[src/rtl/tlst_pkg.sv]
`default_nettype none
package tlst_pkg;

    localparam int COLS_DEF = 16;

    localparam logic [7:0] CHAR_LF    = 8'h0A;
    localparam logic [7:0] CHAR_SPACE = 8'h20;
    localparam logic [7:0] CHAR_DEL   = 8'h7F;

    localparam logic CMD_MOVE  = 1'b0;
    localparam logic CMD_WRITE = 1'b1;

    localparam logic ROW_TOP = 1'b0;
    localparam logic ROW_BOT = 1'b1;

    typedef enum logic [3:0] {
        ST_IDLE,
        ST_PMOVE,
        ST_PWRITE,
        ST_PNEXT,
        ST_HOME_TOP,
        ST_TOP,
        ST_HOME_BOT,
        ST_BOT,
        ST_CUR
    } state_t;

endpackage
`default_nettype wire

[src/rtl/tlst_in_if.sv]
`default_nettype none
interface tlst_in_if;
    logic       valid;
    logic       ready;
    logic [7:0] char_in;

    modport source (output valid, output char_in, input ready);
    modport sink (input valid, input char_in, output ready);
endinterface
`default_nettype wire

[src/rtl/tlst_out_if.sv]
`default_nettype none
interface tlst_out_if;
    logic       valid;
    logic       ready;
    logic       cmd_kind;
    logic [3:0] col;
    logic       row;
    logic [7:0] data_byte;
    logic       is_last;

    modport source (output valid, output cmd_kind, output col, output row,
                    output data_byte, output is_last, input ready);
    modport sink (input valid, input cmd_kind, input col, input row,
                  input data_byte, input is_last, output ready);
endinterface
`default_nettype wire

[src/rtl/two_line_scrolling_text_terminal_core.sv]
`default_nettype none
// Two-line scrolling terminal for a character display. Each accepted byte on
// char_ch yields a burst of display commands on cmd_ch (cursor moves and data
// writes), the last one flagged by is_last. CR, other control bytes and bytes
// 0x80-0xFF produce nothing. A printable byte gives 3 commands; a line feed
// gives 2*COLS+3 and a printable byte that fills the line 2*COLS+5. The
// sequencer emits one command per cycle into the output register unless the
// sink stalls; a dropped byte yields no command and leaves the block ready.
// The next byte is taken in the cycle after the last command of the current
// burst is queued. The two lines live in two memories that swap roles on a
// scroll; the new bottom line is blanked at once by its per-column valid bits,
// and the top line is read back one column per cycle during the redraw, held
// while the sink stalls.
module two_line_scrolling_text_terminal_core #(
    parameter int COLS = tlst_pkg::COLS_DEF
) (
    input  wire logic  clk,
    input  wire logic  rst_n,
    tlst_in_if.sink    char_ch,
    tlst_out_if.source cmd_ch
);

    localparam int CW = $clog2(COLS);
    localparam logic [CW-1:0] LAST_COL = CW'(COLS - 1);

    // line memories; top_sel_reg names the one holding the top line
    logic [7:0]    mem0 [COLS];
    logic [7:0]    mem1 [COLS];
    logic [COLS-1:0] valid0_reg, valid0_next;
    logic [COLS-1:0] valid1_reg, valid1_next;
    logic          top_sel_reg, top_sel_next;

    tlst_pkg::state_t state_reg, state_next;
    logic [CW-1:0] idx_reg, idx_next;
    logic [CW-1:0] cur_reg, cur_next;
    logic [CW-1:0] pcol_reg, pcol_next;
    logic [7:0]    ch_reg, ch_next;
    logic          full_reg, full_next;

    logic          out_valid_reg, out_valid_next;
    logic          cmd_kind_reg, cmd_kind_next;
    logic [3:0]    col_reg, col_next;
    logic          row_reg, row_next;
    logic [7:0]    data_reg, data_next;
    logic          last_reg, last_next;

    logic [7:0]    rd0_reg, rd1_reg;
    logic          rvalid_reg;
    logic          rd_en;
    logic [CW-1:0] rd_addr;
    logic          wr_en;

    logic          accept;
    logic          printable;
    logic          slot_free;
    logic [CW:0]   cur_inc;
    logic [7:0]    top_char;

    assign char_ch.ready = (state_reg == tlst_pkg::ST_IDLE);
    assign accept        = char_ch.valid && char_ch.ready;
    assign printable     = char_ch.char_in inside {[tlst_pkg::CHAR_SPACE:tlst_pkg::CHAR_DEL]};
    assign slot_free     = !out_valid_reg || cmd_ch.ready;
    assign cur_inc       = {1'b0, cur_reg} + (CW+1)'(1);
    assign top_char      = rvalid_reg ? (top_sel_reg ? rd1_reg : rd0_reg)
                                      : tlst_pkg::CHAR_SPACE;

    assign cmd_ch.valid     = out_valid_reg;
    assign cmd_ch.cmd_kind  = cmd_kind_reg;
    assign cmd_ch.col       = col_reg;
    assign cmd_ch.row       = row_reg;
    assign cmd_ch.data_byte = data_reg;
    assign cmd_ch.is_last   = last_reg;

    always_comb
    begin
        state_next     = state_reg;
        idx_next       = idx_reg;
        cur_next       = cur_reg;
        pcol_next      = pcol_reg;
        ch_next        = ch_reg;
        full_next      = full_reg;
        top_sel_next   = top_sel_reg;
        valid0_next    = valid0_reg;
        valid1_next    = valid1_reg;
        out_valid_next = out_valid_reg;
        cmd_kind_next  = cmd_kind_reg;
        col_next       = col_reg;
        row_next       = row_reg;
        data_next      = data_reg;
        last_next      = last_reg;
        rd_en          = 1'b0;
        rd_addr        = '0;
        wr_en          = 1'b0;

        if (out_valid_reg && cmd_ch.ready)
        begin
            out_valid_next = 1'b0;
        end

        if (accept && (printable || char_ch.char_in == tlst_pkg::CHAR_LF))
        begin
            // a scroll swaps the lines; the new bottom line is blanked by clearing its valid bits
            if (printable)
            begin
                wr_en     = 1'b1;
                ch_next   = char_ch.char_in;
                pcol_next = cur_reg;
                full_next = (cur_inc == (CW+1)'(COLS));
                cur_next  = full_next ? '0 : cur_inc[CW-1:0];
                if (top_sel_reg)
                begin
                    valid0_next[cur_reg] = 1'b1;
                end
                else
                begin
                    valid1_next[cur_reg] = 1'b1;
                end
                state_next = tlst_pkg::ST_PMOVE;
            end
            else
            begin
                full_next  = 1'b1;
                cur_next   = '0;
                state_next = tlst_pkg::ST_HOME_TOP;
            end
            if (full_next)
            begin
                top_sel_next = !top_sel_reg;
                if (top_sel_reg)
                begin
                    valid1_next = '0;
                end
                else
                begin
                    valid0_next = '0;
                end
            end
        end
        else if (state_reg != tlst_pkg::ST_IDLE && slot_free)
        begin
            out_valid_next = 1'b1;
            cmd_kind_next  = tlst_pkg::CMD_MOVE;
            col_next       = '0;
            row_next       = tlst_pkg::ROW_TOP;
            data_next      = '0;
            last_next      = 1'b0;
            case (state_reg)
                tlst_pkg::ST_PMOVE:
                begin
                    col_next   = 4'(pcol_reg);
                    row_next   = tlst_pkg::ROW_BOT;
                    state_next = tlst_pkg::ST_PWRITE;
                end
                tlst_pkg::ST_PWRITE:
                begin
                    cmd_kind_next = tlst_pkg::CMD_WRITE;
                    data_next     = ch_reg;
                    state_next    = full_reg ? tlst_pkg::ST_HOME_TOP : tlst_pkg::ST_PNEXT;
                end
                tlst_pkg::ST_PNEXT:
                begin
                    col_next   = 4'(cur_reg);
                    row_next   = tlst_pkg::ROW_BOT;
                    last_next  = 1'b1;
                    state_next = tlst_pkg::ST_IDLE;
                end
                tlst_pkg::ST_HOME_TOP:
                begin
                    // prefetch first top column
                    rd_en      = 1'b1;
                    rd_addr    = '0;
                    idx_next   = '0;
                    state_next = tlst_pkg::ST_TOP;
                end
                tlst_pkg::ST_TOP:
                begin
                    cmd_kind_next = tlst_pkg::CMD_WRITE;
                    data_next     = top_char;
                    rd_en         = (idx_reg != LAST_COL);
                    rd_addr       = idx_reg + CW'(1);
                    if (idx_reg == LAST_COL)
                    begin
                        idx_next   = '0;
                        state_next = tlst_pkg::ST_HOME_BOT;
                    end
                    else
                    begin
                        idx_next = idx_reg + CW'(1);
                    end
                end
                tlst_pkg::ST_HOME_BOT:
                begin
                    row_next   = tlst_pkg::ROW_BOT;
                    state_next = tlst_pkg::ST_BOT;
                end
                tlst_pkg::ST_BOT:
                begin
                    // bottom line is always blank right after a scroll
                    cmd_kind_next = tlst_pkg::CMD_WRITE;
                    data_next     = tlst_pkg::CHAR_SPACE;
                    if (idx_reg == LAST_COL)
                    begin
                        idx_next   = '0;
                        state_next = tlst_pkg::ST_CUR;
                    end
                    else
                    begin
                        idx_next = idx_reg + CW'(1);
                    end
                end
                tlst_pkg::ST_CUR:
                begin
                    col_next   = 4'(cur_reg);
                    row_next   = tlst_pkg::ROW_BOT;
                    last_next  = 1'b1;
                    state_next = tlst_pkg::ST_IDLE;
                end
                default:
                begin
                    out_valid_next = out_valid_reg;
                    state_next     = tlst_pkg::ST_IDLE;
                end
            endcase
        end
    end

    always_ff @(posedge clk or negedge rst_n)
    begin
        if (!rst_n)
        begin
            state_reg     <= tlst_pkg::ST_IDLE;
            idx_reg       <= '0;
            cur_reg       <= '0;
            full_reg      <= 1'b0;
            top_sel_reg   <= 1'b0;
            valid0_reg    <= '0;
            valid1_reg    <= '0;
            out_valid_reg <= 1'b0;
        end
        else
        begin
            state_reg     <= state_next;
            idx_reg       <= idx_next;
            cur_reg       <= cur_next;
            full_reg      <= full_next;
            top_sel_reg   <= top_sel_next;
            valid0_reg    <= valid0_next;
            valid1_reg    <= valid1_next;
            out_valid_reg <= out_valid_next;
        end
    end

    always_ff @(posedge clk)
    begin
        pcol_reg     <= pcol_next;
        ch_reg       <= ch_next;
        cmd_kind_reg <= cmd_kind_next;
        col_reg      <= col_next;
        row_reg      <= row_next;
        data_reg     <= data_next;
        last_reg     <= last_next;
    end

    // bottom line memory is the one not selected as top
    always_ff @(posedge clk)
    begin
        if (wr_en && top_sel_reg)
        begin
            mem0[cur_reg] <= char_ch.char_in;
        end
        if (rd_en)
        begin
            rd0_reg <= mem0[rd_addr];
        end
    end

    always_ff @(posedge clk)
    begin
        if (wr_en && !top_sel_reg)
        begin
            mem1[cur_reg] <= char_ch.char_in;
        end
        if (rd_en)
        begin
            rd1_reg <= mem1[rd_addr];
        end
    end

    always_ff @(posedge clk or negedge rst_n)
    begin
        if (!rst_n)
        begin
            rvalid_reg <= 1'b0;
        end
        else if (rd_en)
        begin
            rvalid_reg <= top_sel_reg ? valid1_reg[rd_addr] : valid0_reg[rd_addr];
        end
    end

endmodule
`default_nettype wire

[src/flat_wrapper.sv]
// flat-port wrapper written by rule: the top's interface ports become plain ports
module two_line_scrolling_text_terminal_core_flat 
#(
    parameter int COLS = tlst_pkg::COLS_DEF
)
  (clk, rst_n, char_ch_valid, char_ch_char_in, char_ch_ready, cmd_ch_valid, cmd_ch_cmd_kind, cmd_ch_col, cmd_ch_row, cmd_ch_data_byte, cmd_ch_is_last, cmd_ch_ready);
  tlst_in_if char_ch_i ();
  tlst_out_if cmd_ch_i ();
  input  wire logic clk;
  input  wire logic rst_n;
  input wire logic [$bits(char_ch_i.valid)-1:0] char_ch_valid;
  input wire logic [$bits(char_ch_i.char_in)-1:0] char_ch_char_in;
  output wire logic [$bits(char_ch_i.ready)-1:0] char_ch_ready;
  output wire logic [$bits(cmd_ch_i.valid)-1:0] cmd_ch_valid;
  output wire logic [$bits(cmd_ch_i.cmd_kind)-1:0] cmd_ch_cmd_kind;
  output wire logic [$bits(cmd_ch_i.col)-1:0] cmd_ch_col;
  output wire logic [$bits(cmd_ch_i.row)-1:0] cmd_ch_row;
  output wire logic [$bits(cmd_ch_i.data_byte)-1:0] cmd_ch_data_byte;
  output wire logic [$bits(cmd_ch_i.is_last)-1:0] cmd_ch_is_last;
  input wire logic [$bits(cmd_ch_i.ready)-1:0] cmd_ch_ready;
  assign char_ch_i.valid = char_ch_valid;
  assign char_ch_i.char_in = char_ch_char_in;
  assign char_ch_ready = char_ch_i.ready;
  assign cmd_ch_valid = cmd_ch_i.valid;
  assign cmd_ch_cmd_kind = cmd_ch_i.cmd_kind;
  assign cmd_ch_col = cmd_ch_i.col;
  assign cmd_ch_row = cmd_ch_i.row;
  assign cmd_ch_data_byte = cmd_ch_i.data_byte;
  assign cmd_ch_is_last = cmd_ch_i.is_last;
  assign cmd_ch_i.ready = cmd_ch_ready;
  two_line_scrolling_text_terminal_core #(.COLS(COLS)) u_core (.clk(clk), .rst_n(rst_n), .char_ch(char_ch_i), .cmd_ch(cmd_ch_i));
endmodule
[config.mk]
export PLATFORM = sky130hd
export DESIGN_NAME = two_line_scrolling_text_terminal_core_flat
export DESIGN_NICKNAME = d
export VERILOG_FILES = /design/src/rtl/tlst_pkg.sv /design/src/rtl/tlst_in_if.sv /design/src/rtl/tlst_out_if.sv /design/src/rtl/two_line_scrolling_text_terminal_core.sv /design/src/flat_wrapper.sv
export SDC_FILE = /design/constraint.sdc
export NUM_CORES = 1
export LEC_CHECK = 0
export ABC_AREA = 0
export BUFFER_PORTS_ARGS = -buffer_cell sky130_fd_sc_hd__buf_2
export CORE_MARGIN = 2
export CORE_UTILIZATION = 60
export CTS_CLUSTER_SIZE = 12
export DETAILED_ROUTE_END_ITERATION = 8
export GPL_ROUTABILITY_DRIVEN = 0
export PLACE_DENSITY = 0.76
export REMOVE_ABC_BUFFERS = 1
export SLEW_MARGIN = 40
export SYNTH_ARGS = -nofsm -noshare
export SYNTH_HDL_FRONTEND = slang
export SYNTH_SLANG_ARGS = --single-unit
[constraint.sdc]
create_clock -name clk -period 4.1 [get_ports clk]
set_clock_uncertainty 0.15 [all_clocks]
set_input_delay 0.615 -clock clk [delete_from_list [all_inputs] [get_ports clk]]
set_output_delay 0.615 -clock clk [all_outputs]
set_load 0.005 [all_outputs]
# Word-level counts from Yosys, hierarchy flattened
# Memories as Yosys holds them, arrays and structs flattened. A register that Yosys moved wholly into a read port is not among the register bits.
# Cells that the tools add are included.
# op_classes
n_lt_le_gt_ge	5
bitwise_logic	3
reduce_logical	26
n_addsub	2
n_mux	51
n_eq_ne	15
# op_table
op	n
$mux W16	8
$mux W4	10
$or A16 B16 Y16	2
$pmux W4 S6	1
$pmux W8 S3	1
$mux W1	21
$eq A4 B3 Y1 const B	4
$mux W8	2
$pmux W4 S2	2
$lt A4 B5 Y1 const B	2
$bmux W1 S4	2
$eq A4 B2 Y1 const B	2
$eq A4 B4 Y1 const B	2
$eq A8 B4 Y1 const B	1
$ge A8 B6 Y1 const B	1
$le A8 B7 Y1 const B	1
$logic_and A1 B1 Y1	8
$reduce_or A8 Y1	1
$mux W3	2
$ne A3 B1 Y1 const B	2
$reduce_and A2 Y1	3
$reduce_and A3 Y1	2
$add A4 B1 Y5 const B	1
$eq A5 B5 Y1 const B	1
other kinds (16)	20
# word_totals
in_bits	12
output_inout_bits	17
n_memories	2
wordCells	120
ram_bits	256
reg_bits	75
# mem_list
name	words	word_bits	rd	rd_ports_with_merged_regs	write_ports	line	text
u_core.mem0	16	8	1	1	1	two_line_scrolling_text_terminal_core.sv:27	logic [7:0] mem0 [COLS];
u_core.mem1	16	8	1	1	1	two_line_scrolling_text_terminal_core.sv:28	logic [7:0] mem1 [COLS];

# Logic depth before layout (Yosys ltp)
# Gate-level depths: netlist (run 1).
# logic_depth
ltp_word	9
mapped_depth	9
depth_no_buf	6

# Worst setup path before layout (run 1)
# OpenSTA, ideal clock, no wires.
# synth_path
path_kind	reg-to-reg
startpoint	register u_core.state_reg[1]
endpoint	memory u_core.mem1[1][0], enable pin
path_stages_with_launch	7
required_time_ns	3.567
synth_period_minus_slack_ns	2.781
arrival_ns	2.247
setup_time_ns	0.383
slack_ns	1.319
path_buffers	1
cell_sequence	dfrtp_1 buf_6 nor4_4 nand3_2 nor2_2 nand2_1 nor3_1
# synth_between
elab_chain_cells	7
# synth_rtl
item	line	text
from (decl)	two_line_scrolling_text_terminal_core.sv:33	tlst_pkg::state_t state_reg, state_next;
from (signal assigned)	two_line_scrolling_text_terminal_core.sv:231	state_reg <= tlst_pkg::ST_IDLE;
from (signal assigned)	two_line_scrolling_text_terminal_core.sv:242	state_reg <= state_next;
$logic_not A4 Y1	two_line_scrolling_text_terminal_core.sv:59	assign char_ch.ready = (state_reg == tlst_pkg::ST_IDLE);
net char_ch_ready	flat_wrapper.sv:13	output wire logic [$bits(char_ch_i.ready)-1:0] char_ch_ready;
$logic_and A1 B1 Y1	two_line_scrolling_text_terminal_core.sv:60	assign accept = char_ch.valid && char_ch.ready;
$logic_and A1 B1 Y1	two_line_scrolling_text_terminal_core.sv:100	if (accept && (printable || char_ch.char_in == tlst_pkg::CHAR_LF))
$mux W1	two_line_scrolling_text_terminal_core.sv:100	
$logic_and A1 B1 Y1	two_line_scrolling_text_terminal_core.sv:279	if (wr_en && !top_sel_reg)
$mux W1	two_line_scrolling_text_terminal_core.sv:279	
$mux W1 (not written as such)	two_line_scrolling_text_terminal_core.sv:281	mem1[cur_reg] <= char_ch.char_in;
to (decl)	two_line_scrolling_text_terminal_core.sv:28	
# The timed path passes the listed nets, and every way through them passes these cells.

# Worst setup path in the final report (run 1)
# layout_path
startpoint	register u_core.state_reg[0]
endpoint	memory u_core.mem1[3][2], enable pin
# layout_between
elab_chain_cells	7
# layout_rtl
item	line
$logic_not A4 Y1	two_line_scrolling_text_terminal_core.sv:59
$logic_and A1 B1 Y1	two_line_scrolling_text_terminal_core.sv:60
$logic_and A1 B1 Y1	two_line_scrolling_text_terminal_core.sv:100
$mux W1	two_line_scrolling_text_terminal_core.sv:100
$logic_and A1 B1 Y1	two_line_scrolling_text_terminal_core.sv:279
$mux W1	two_line_scrolling_text_terminal_core.sv:279
$mux W1 (not written as such)	two_line_scrolling_text_terminal_core.sv:281
# No other way between the ends.

==> impl_results.md, run 1 <==
* Static leakage at 5.48 nW
* CP Launch Type: flip-flop
* DR iter-0 viols at 1093
* Final ANT Viol Nets at 0
* Worst Hold Path EP: u_core.cmd_ch.valid$_DFFE_PN0P_
* Max FO, Critical Path at 14
* CTS root buffer: clkbuf_16
* Switch Pwr at 3.35 mW
* Crit. End Element: flip-flop
* Initial antenna violation count at 0
* VDD IR max at 0.000419 V
* # setup viols final at 0
* Sw Ratio at 32.5%
* Commonest non-fill, non-tap cell in the layout: edfxtp_1
* Worst path required time at 4120 ps
* Post-synthesis sequential area ratio at 70.1%
* I/O pins at 29
* Hold Startpoint: cmd_ch_ready
* Fin cells at 1359
* TritonCTS Buffers at 37
* Layout cells sized above 1 at 21.1%
* Final Cell Area at 16300 um^2
* Relative slew margins at 43.5%
* Ys Warns at 0
* Fillers at 1621
* Max_cap viols at 0
* Footprint of the multi-input gates at 4100 um^2
* Most used DFF post-synth: edfxtp_1
* RSZ-0062 raised after global routing: no
* FFs w/ async S/R, synth at 13.8%
* FF-to-FF End: u_core.mem1[3][2]$_DFFE_PP_
* Starting density of the core at 61.5%
* H-tree levels at 2
* Top area cells in the synthesized netlist: edfxtp_1 (62%), dfrtp_1 (8.3%), mux2_2 (4.5%)
* Area growth from synthesis to layout at 12.2%
* Internal power at 6.97 mW
* CP Class: reg2reg
* Die W at 160 um
* Minimum clock period at 3070 ps
* Leading area contributor after synthesis: edfxtp_1
* Fin. max-slew vios at 0
* Final setup margin at 1030 ps
* DPL Wire Length at 21.9 mm
* Gate Count Post-Synth at 972
* Worst R2R Start: u_core.state_reg[0]$_DFFE_PN0P_
* Fmax at 326 MHz
* Worst EP arrival at 3080 ps
* FF-to-FF path depth at 5
* Synth cell types at 67
* Fin nets at 1034
* Largest regs: u_core.mem0: 128 flops, u_core.mem1: 128 flops
* TritonCTS clock tree: yes
* CORE AREA at 23600 um^2
* Most frequent cells in the layout: edfxtp_1 (299), o21ai_0 (66), mux2_2 (58), nor2_1 (54), dfrtp_1 (46)
* Mapped Area at 14500 um^2
* Setup WS pre-CTS at 796 ps
* First-pass GRT wire length at 53.7 mm
* Clock power share at 30.1%
* Yosys reg bits at 347
* Final period utilization at 74.8%
* Combinational share of power at 28.4%
* Postcts setup bufs at 0
* Status: finished clean
* Row cnt at 56
* Number of global-route vias before repair at 8951
* GRT Total Usage at 27.9%
* CTS max path bufs at 3
* Placed Cells at 1296
* DR WL/cell at 26.0 um
* Synth Area per Inst at 14.9 um^2
* Reg2Reg Setup Slack at 1030 ps
* Worst skew pair latency at 520 ps
* Pre-Repair DR Iteration Count at 8
* Fin. Hold Viols at 0
* Residual DRC at 0
* Power Density at 634 nW/um^2
* Register area at 10200 um^2
* Worst-margin pin slew at 835 ps
* Final WL at 35.3 mm
* Routed via count at 9042
* Synth top area share at 61.8%
* Placed inst area at 15100 um^2
* Largest net degree at the start of global routing at 61
* Hold WC Path Type: in2reg
* Die area at 25500 um^2
* Number of flops mapped to enable cells by yosys at 299
* Hold depth at 2
* Vias per inst at 6.65
* Overflow after GRT at 0
* Total power at 10.3 mW
* Clock-pin slew on the worst setup and hold paths at 60 ps
* Die Ht at 160 um
* Port Buffers at 28
* Flop pwr share at 41.5%
* Sink Count at 347
-- stage by stage --
stage / setup TNS [ps] / util (%) / hold WS [ps]
after floorplan: -48920 / - / 169
after global placement: 0 / 64.0 / 319
after detailed placement: 0 / 64.1 / 326
after CTS: 0 / 68.9 / 150
after global routing: 0 / 69.0 / 163
final: 0 / 69.0 / 166
-- power by group through the flow --
stage / sequential, mW / clock [mW] / combinational, mW
3_5_place_dp: 4.35 / 0 / 2.88
4_1_cts: 4.28 / 3.14 / 2.90
2_1_floorplan: 4.39 / 0 / 1.81
3_3_place_gp: 4.34 / 0 / 2.83
6_report: 4.28 / 3.11 / 2.93
5_1_grt: 4.30 / 3.28 / 3.14
-- per-layer routing --
layer  wire [um]  track usage [%]  part of all wire (%)
met5           0                0                     0
met4        1170             10.3                   3.3
met3        3430             6.02                   9.7
met2       16300             42.1                    46
met1       14500             40.4                    41
-- worst max-delay path: stages, from the launching register on --
cell	delay, ps
dfrtp_1	540
nor4_4	560
buf_4	260
nand4_4	260
nor3_2	430
and2_1	490
-- what timing repair did --
item,4_1_cts,5_1_grt
resized for setup,0,0
hold buffers,1,0
hold endpoints to repair,18,0
-- cells by family (layout without fill, tap and decap cells) --
logic type      Yosys count  after routing  share of synthesized area (%)
xor+xnor                  4              4                          0.293
simple gates            199            199                           7.61
flops                   347            347                           70.1
other cells               0              1                              0
fa+ha+maj                 5              5                          0.431
mux                      93             93                           7.60
buf+inv                  70            137                           2.13
compound gates          254            254                           11.9
-- layout make-up --
cell class	instances	share of cell area [%]
antenna	1	0.0154
clock buffer	54	6.65
clock inverter	7	0.238
inverter	8	0.192
multi-input combinational	555	25.2
sequential	347	62.5
tap	319	2.45
timing repair buffer	68	2.80
-- cell usage after synthesis (5+ instances only) --
| cell | count |
|---|---|
| and2_1 | 9 |
| buf_2 | 24 |
| o211ai_1 | 17 |
| nand2b_1 | 5 |
| mux2i_1 | 27 |
| nand2_1 | 37 |
| o21a_1 | 16 |
| clkbuf_1 | 33 |
| mux4_2 | 8 |
| ha_1 | 5 |
| a31oi_1 | 24 |
| a21oi_1 | 34 |
| mux2_2 | 58 |
| dfrtp_1 | 48 |
| a22oi_1 | 21 |
| a221o_1 | 15 |
| nor2b_1 | 7 |
| o21ai_0 | 66 |
| o31ai_1 | 14 |
| inv_1 | 6 |
| nor3_1 | 6 |
| edfxtp_1 | 299 |
| nor2_1 | 66 |
| nand3_1 | 11 |
| o221ai_1 | 17 |
| nand3b_1 | 27 |
-- worst max-delay path by stage --
stage | slack, ps | depth (start not counted) | endpoint | start
detailed placement | 800 | 7 | u_core.valid1_reg[15]$_DFFE_PN0P_ | char_ch_char_in[7]
CTS | 1080 | 5 | u_core.mem1[3][4]$_DFFE_PP_ | u_core.state_reg[0]$_DFFE_PN0P_
finish | 1030 | 5 | u_core.mem1[3][2]$_DFFE_PP_ | u_core.state_reg[0]$_DFFE_PN0P_
global route | 910 | 6 | u_core.mem1[9][4]$_DFFE_PP_ | u_core.state_reg[0]$_DFFE_PN0P_
floorplan | -2820 | 6 | u_core.rd0_reg[0]$_DFFE_PP_ | u_core.idx_reg[0]$_DFFE_PN0P_
global placement | 830 | 7 | u_core.valid1_reg[15]$_DFFE_PN0P_ | char_ch_char_in[7]
Note: power is estimated with default switching activity, not from simulation.
==> run 2: changes to the inputs <==
--- a/config.mk
+++ b/config.mk
@@ -5,14 +5,14 @@
 export SDC_FILE = /design/constraint.sdc
 export NUM_CORES = 1
 export LEC_CHECK = 0
-export ABC_AREA = 0
+export ABC_AREA = 1
 export BUFFER_PORTS_ARGS = -buffer_cell sky130_fd_sc_hd__buf_2
 export CORE_MARGIN = 2
-export CORE_UTILIZATION = 60
+export CORE_UTILIZATION = 56
 export CTS_CLUSTER_SIZE = 12
 export DETAILED_ROUTE_END_ITERATION = 8
 export GPL_ROUTABILITY_DRIVEN = 0
-export PLACE_DENSITY = 0.76
+export PLACE_DENSITY = 0.74
 export REMOVE_ABC_BUFFERS = 1
 export SLEW_MARGIN = 40
 export SYNTH_ARGS = -nofsm -noshare
==> constraint.sdc (replaced) <==
create_clock -name clk -period 2.57 [get_ports clk]
set_clock_uncertainty 0.15 [all_clocks]
set_input_delay 0.3855 -clock clk [delete_from_list [all_inputs] [get_ports clk]]
set_output_delay 0.3855 -clock clk [all_outputs]
set_load 0.005 [all_outputs]
==> run 2 against run 1 <==
- register-to-register slack lost 1000 ps
- sequential power is 61% higher
- setup slack got worse by 1000 ps
==> impl_results.md, run 2 <==
* Placed Cells at 1540
* Most common cell in the netlist: edfxtp_1
* Max_cap viols at 0
* DR WL/cell at 22.2 um
* Placed inst area at 15400 um^2
* RSZ-0062 raised after global routing: no
* Hold WC Path Type: in2reg
* Vias per inst at 6.04
* DR iter-0 viols at 1279
* Clock-pin slew on the worst setup and hold paths at 60 ps
* Die Ht at 165 um
* I/O pins at 29
* # setup viols final at 0
* Overflow after GRT at 0
* Util after Layout at 65.5%
* DPL Wire Length at 22.0 mm
* Fin. max-slew vios at 0
* First-pass GRT wire length at 54.9 mm
* FF-to-FF End: u_core.rd0_reg[4]$_DFFE_PP_
* Fmax at 395 MHz
* Worst skew pair latency at 520 ps
* Mapped Area at 14500 um^2
* Pre-Repair DR Iteration Count at 6
* GRT Total Usage at 27.3%
* CORE AREA at 25300 um^2
* Crit. End Element: flip-flop
* Worst EP arrival at 2640 ps
* Hold Startpoint: char_ch_char_in[7]
* Synth Area per Inst at 12.4 um^2
* Static leakage at 5.90 nW
* Gate Count Post-Synth at 1165
* Most used DFF post-synth: edfxtp_1
* Top area cells in the synthesized netlist: edfxtp_1 (62%), dfrtp_1 (8.3%), nor2_1 (4.1%)
* CP peak stage delay at 420 ps
* Relative slew margins at 54.7%
* Setup WS pre-CTS at -33.7 ps
* Ys Warns at 0
* Die W at 165 um
* Crit-path cells: ha_1, inv_1, nor3_4, buf_12, buf_4, o22ai_1, o211ai_1, nand2_1
* Row cnt at 58
* Power Density at 852 nW/um^2
* Fin cells at 1603
* Yosys reg bits at 347
* Fin nets at 1270
* Most frequent cells in the layout: edfxtp_1 (299), nor2_1 (156), o21ai_0 (99), nand2_1 (95), inv_1 (77)
* CP Class: reg2reg
* Largest net degree at the start of global routing at 71
* Area growth from synthesis to layout at 14.2%
* Initial antenna violation count at 2
* TritonCTS Buffers at 37
* CTS max path bufs at 3
* Post-synthesis sequential area ratio at 70.3%
* Hold slack at 91.0 ps
* CP max-delay cell: dfrtp_1
* Number of flops mapped to enable cells by yosys at 299
* Starting density of the core at 57.3%
* Total power at 14.1 mW
* Sink Count at 347
* FFs w/ async S/R, synth at 13.8%
* Port Buffers at 28
* Worst-margin pin slew at 680 ps
* Number of global-route vias before repair at 9777
* CTS root buffer: clkbuf_16
* Max FO, Critical Path at 38
* Synth top area share at 62.0%
* Worst path required time at 2680 ps
* Worst Hold Path EP: u_core.ch_reg[7]$_DFFE_PP_
* Fin. Hold Viols at 0
* Residual DRC at 0
* Routed via count at 9676
* Leading area contributor after synthesis: edfxtp_1
* Synth cell types at 42
* H-tree levels at 2
* TritonCTS clock tree: yes
* ANT cells at 0
* Commonest non-fill, non-tap cell in the layout: edfxtp_1
* Largest regs: u_core.mem0: 128 flops, u_core.mem1: 128 flops
* VDD IR max at 0.000577 V
* CP Launch Type: flip-flop
* Worst R2R Start: u_core.idx_reg[0]$_DFFE_PN0P_
* Layout cells sized above 1 at 17.0%
* Commonest cells in the netlist: edfxtp_1 (299), nor2_1 (157), o21ai_0 (99)
* Status: finished clean
* FF-to-FF path depth at 8
* Final WL at 35.5 mm
* Minimum clock period at 2530 ps
* Total Negative Setup Slacks at 0 ps
* Final Cell Area at 16500 um^2
* Hold depth at 1
* Die area at 27200 um^2
* Reg2Reg Setup Slack at 40 ps
* Final ANT Viol Nets at 0
* Final setup margin at 36.1 ps
* Final period utilization at 98.6%
## run 2: cell types whose count changed after synthesis, sizes merged, moves of 56 or more
| cell | before | now |
|---|---|---|
| nand3 | 13 | 75 |
| nor2 | 70 | 168 |
| o21ai | 66 | 122 |
| inv | 7 | 80 |
| mux2 | 58 | 0 |
| nand2 | 38 | 102 |
## run 2: cell families (layout without fill, tap and decap cells)
kind of cell / count (synthesis) / count (layout) / synth area share (%)
adders and majority gates: 5 / 5 / 0.432
xor gates and xnor gates: 3 / 3 / 0.181
AOI/OAI and AO/OA: 250 / 250 / 11.0
DFF: 347 / 347 / 70.3
buffers and inverters: 145 / 253 / 4.54
and+or+nand+nor: 408 / 408 / 13.1
muxes: 7 / 7 / 0.484
## run 2: repair_timing
item,CTS,global route
pin swaps,2,0
hold buffers,1,0
buffers inserted,3,0
setup endpoints to repair,1,7
endpoints found under the hold margin,48,0
resized for setup,2,3
## run 2: metal layers
layer	up-vias	wire (um)	global-route usage, %
met4	4	1370	11.5
met3	102	3230	6.10
met1	4722	14100	36.2
met2	479	16800	43.9
met5	-	31	0
li1	4369	-	-
## run 2: layout make-up
| cell class | instances | area [um^2] |
|---|---|---|
| sequential | 347 | 10200 |
| tap | 330 | 413 |
| multi-input combinational | 673 | 3660 |
| timing repair buffer | 111 | 911 |
| inverter | 83 | 312 |
| clock inverter | 13 | 96.3 |
| clock buffer | 46 | 960 |
| fill | 1864 | 8720 |
## run 2: worst max-delay path, delay by kind of cell (launching register included)
kind	cells	cell delay (ps)
buffers and inverters	3	540
AO/OA/AOI/OAI	2	480
flip-flops	1	420
adder cells (fa/ha/maj)	1	320
AND/OR/NAND/NOR	2	310
## run 2: worst max-delay path by stage
stage                                    startpoint                           to  slack (ps)  cells past startpoint
floorplan           u_core.state_reg[3]$_DFFE_PN0P_  u_core.rd0_reg[6]$_DFFE_PP_       -1630                      8
global placement    u_core.state_reg[0]$_DFFE_PN0P_  u_core.rd0_reg[4]$_DFFE_PP_          60                     10
detailed placement  u_core.state_reg[0]$_DFFE_PN0P_  u_core.rd0_reg[4]$_DFFE_PP_         -30                     10
CTS                   u_core.idx_reg[0]$_DFFE_PN0P_  u_core.rd0_reg[4]$_DFFE_PP_          80                      8
global route          u_core.idx_reg[0]$_DFFE_PN0P_  u_core.rd0_reg[4]$_DFFE_PP_           2                      8
finish                u_core.idx_reg[0]$_DFFE_PN0P_  u_core.rd0_reg[4]$_DFFE_PP_          40                      8
## run 2: where the power goes
group | switching (mW) | internal [mW] | total [mW]
logic | 1.59 | 0.812 | 2.41
clock network | 2.04 | 2.73 | 4.77
registers | 0.274 | 6.64 | 6.91
total | 3.91 | 10.2 | 14.1
==> run 3: changes to the inputs <==
--- a/config.mk
+++ b/config.mk
@@ -6,7 +6,7 @@
 export NUM_CORES = 1
 export LEC_CHECK = 0
 export ABC_AREA = 1
-export BUFFER_PORTS_ARGS = -buffer_cell sky130_fd_sc_hd__buf_2
+export BUFFER_PORTS_ARGS = -buffer_cell sky130_fd_sc_hd__buf_4
 export CORE_MARGIN = 2
 export CORE_UTILIZATION = 56
 export CTS_CLUSTER_SIZE = 12
==> run 3 against run 2 <==
- setup slack better by 64 ps
- global-route usage fell by 0.34 points
- via count up 0.86%
- critical path type unchanged
- critical endpoint is now u_core.rd0_reg[2]$_DFFE_PP_
- largest power group unchanged
==> impl_results.md, run 3 (same netlist as run 2, synthesis figures left out) <==
* Status: finished clean
* Critical Path Sink: u_core.rd0_reg[2]$_DFFE_PP_
* Layout cells sized above 1 at 17.7%
* Clock-pin slew on the worst setup and hold paths at 60 ps
* Commonest non-fill, non-tap cell in the layout: edfxtp_1
* Starting density of the core at 57.3%
* Critical path launch point: u_core.state_reg[1]$_DFFE_PN0P_
* Largest net degree at the start of global routing at 56
* Crit path buf inv count at 3
* Initial antenna violation count at 1
* Worst skew pair latency at 530 ps
* Static leakage at 6.00 nW
* H-tree levels at 2
* Sink Count at 347
* Relative slew margins at 55.0%
* Residual DRC at 0
* Port Buffers at 28
* Number of global-route vias before repair at 9350
* Fin. max-slew vios at 0
* Largest regs: u_core.mem0: 128 flops, u_core.mem1: 128 flops
* Pre-Repair DR Iteration Count at 6
* First-pass GRT wire length at 53.9 mm
* ANT cells at 0
* GRT Total Usage at 27.0%
* VDD IR max at 0.000857 V
* Final period utilization at 96.1%
* Fmax at 405 MHz
* Hold WC Path Type: in2reg
* Final WL at 37.0 mm
* RSZ-0062 raised after global routing: no
* Max FO, Critical Path at 19
* Worst EP arrival at 2710 ps
* CTS max path bufs at 3
* Row cnt at 58
* Vias per inst at 6.05
* # setup viols final at 0
* Worst path required time at 2810 ps
* Die Ht at 165 um
* Total power at 14.4 mW
* TritonCTS clock tree: yes
* Fin nets at 1277
* Die area at 27200 um^2
* Footprint of the multi-input gates at 3670 um^2
* Max_cap viols at 0
* CP Launch Type: flip-flop
* Reg2Reg Setup Slack at 100 ps
* Power Density at 857 nW/um^2
* Area growth from synthesis to layout at 15.9%
* Critical path's top delay family: simple AND/OR/NAND/NOR gates
* Overflow after GRT at 0
* FF-to-FF path depth at 11
* Most frequent cells in the layout: edfxtp_1 (299), nor2_1 (156), o21ai_0 (99), buf_4 (99), nand2_1 (93)
* Routed via count at 9759
* DR iter-0 viols at 1475
* Hold slack at 76.9 ps
* Final ANT Viol Nets at 0
* Register area at 10200 um^2
* CP Class: reg2reg
* I/O pins at 29
* Minimum clock period at 2470 ps
* TritonCTS Buffers at 37
* Crit. End Element: flip-flop
* Most frequent cell on the critical path: nand2_4
* Die W at 165 um
* DPL Wire Length at 22.3 mm
* Fin. Hold Viols at 0
* Worst-margin pin slew at 674 ps
* CTS root buffer: clkbuf_16
* Fillers at 1774
* CP Depth at 11
* Crit-path cells: nor2_4, nand2_2, nand2_4, inv_2, nand2_4, buf_6, buf_4, o21ai_0, o211ai_1, nand3_1, nand2_1
* CP max-delay cell: dfrtp_2
* CP peak stage delay at 460 ps
* DR WL/cell at 22.9 um
* FF-to-FF End: u_core.rd0_reg[2]$_DFFE_PP_
* CORE AREA at 25300 um^2
* Worst R2R Start: u_core.state_reg[1]$_DFFE_PN0P_
==> run 3: cell types whose count changed in the layout (fill, tap and decap cells not counted), moves of 2 or more <==
cell / previous run / this run
buf_2: 28 / 0
buf_4: 71 / 99
clkbuf_16: 37 / 42
buf_12: 10 / 12
buf_6: 0 / 2
clkbuf_1: 9 / 11
clkbuf_8: 0 / 2
nand2_1: 95 / 93
nand2_2: 4 / 6
==> run 3: worst min-delay path by stage <==
| stage | from | end | slack [ps] | cells past startpoint |
|---|---|---|---|---|
| global route | char_ch_char_in[5] | u_core.ch_reg[5]$_DFFE_PP_ | 120 | 1 |
| CTS | cmd_ch_ready | u_core.cmd_ch.valid$_DFFE_PN0P_ | 70 | 4 |
| global placement | rst_n | u_core.valid0_reg[1]$_DFFE_PN0P_ | 310 | 1 |
| finish | cmd_ch_ready | u_core.cmd_ch.valid$_DFFE_PN0P_ | 80 | 4 |
| detailed placement | rst_n | u_core.valid0_reg[1]$_DFFE_PN0P_ | 310 | 1 |
| floorplan | rst_n | u_core.cmd_ch.valid$_DFFE_PN0P_ | -60 | 0 |
==> run 3: worst reg2reg max path, cell delays in order (launching register included) <==
cell	delay (ps)
dfrtp_2	460
nor2_4	190
nand2_2	100
nand2_4	140
inv_2	70
nand2_4	150
buf_6	220
buf_4	210
o21ai_0	90
o211ai_1	260
nand3_1	190
nand2_1	110
==> run 3: stage by stage <==
stage	TNS, ps	setup WS [ps]	util (%)	area, um^2	cells
floorplan	-27460	-1630	-	14100	1103
detailed placement	-24.0	-24.0	61.5	15500	1543
finish	0	100	66.4	16800	1613
global placement	-25.5	-25.5	61.5	15500	1543
global route	0	12.0	66.4	16800	1613
CTS	0	22.4	66.0	16700	1607
==> run 3: power by group <==
group,internal (mW),total [mW],switching (mW)
sequential,6.64,6.92,0.279
clock,2.82,4.89,2.07
combinational,0.905,2.57,1.66
total,10.4,14.4,4.00
==> run 3: area by class of cell <==
type,instances,share of cell area (%)
flip-flops and latches,347,60.7
multi-input cells,673,21.9
repair buffers,118,6.56
clock buffers,52,6.23
well taps,330,2.46
inverters,83,1.86
clock inverters,10,0.321
==> run 3: layer usage <==
metal / GRT usage (%) / share of wire [%]
met5: 0 / 0
met4: 9.13 / 2.8
met3: 4.72 / 9.1
met2: 44.8 / 49
met1: 36.4 / 40
==> run 3: what timing repair did <==
item / in CTS / in global routing
setup endpoints to repair: 2 / 7
buffers inserted: 0 / 3
gates resized for setup: 4 / 6
gates cloned: 0 / 3
hold buffers: 2 / 0
pin swaps: 0 / 3
hold endpoints to repair: 50 / 0
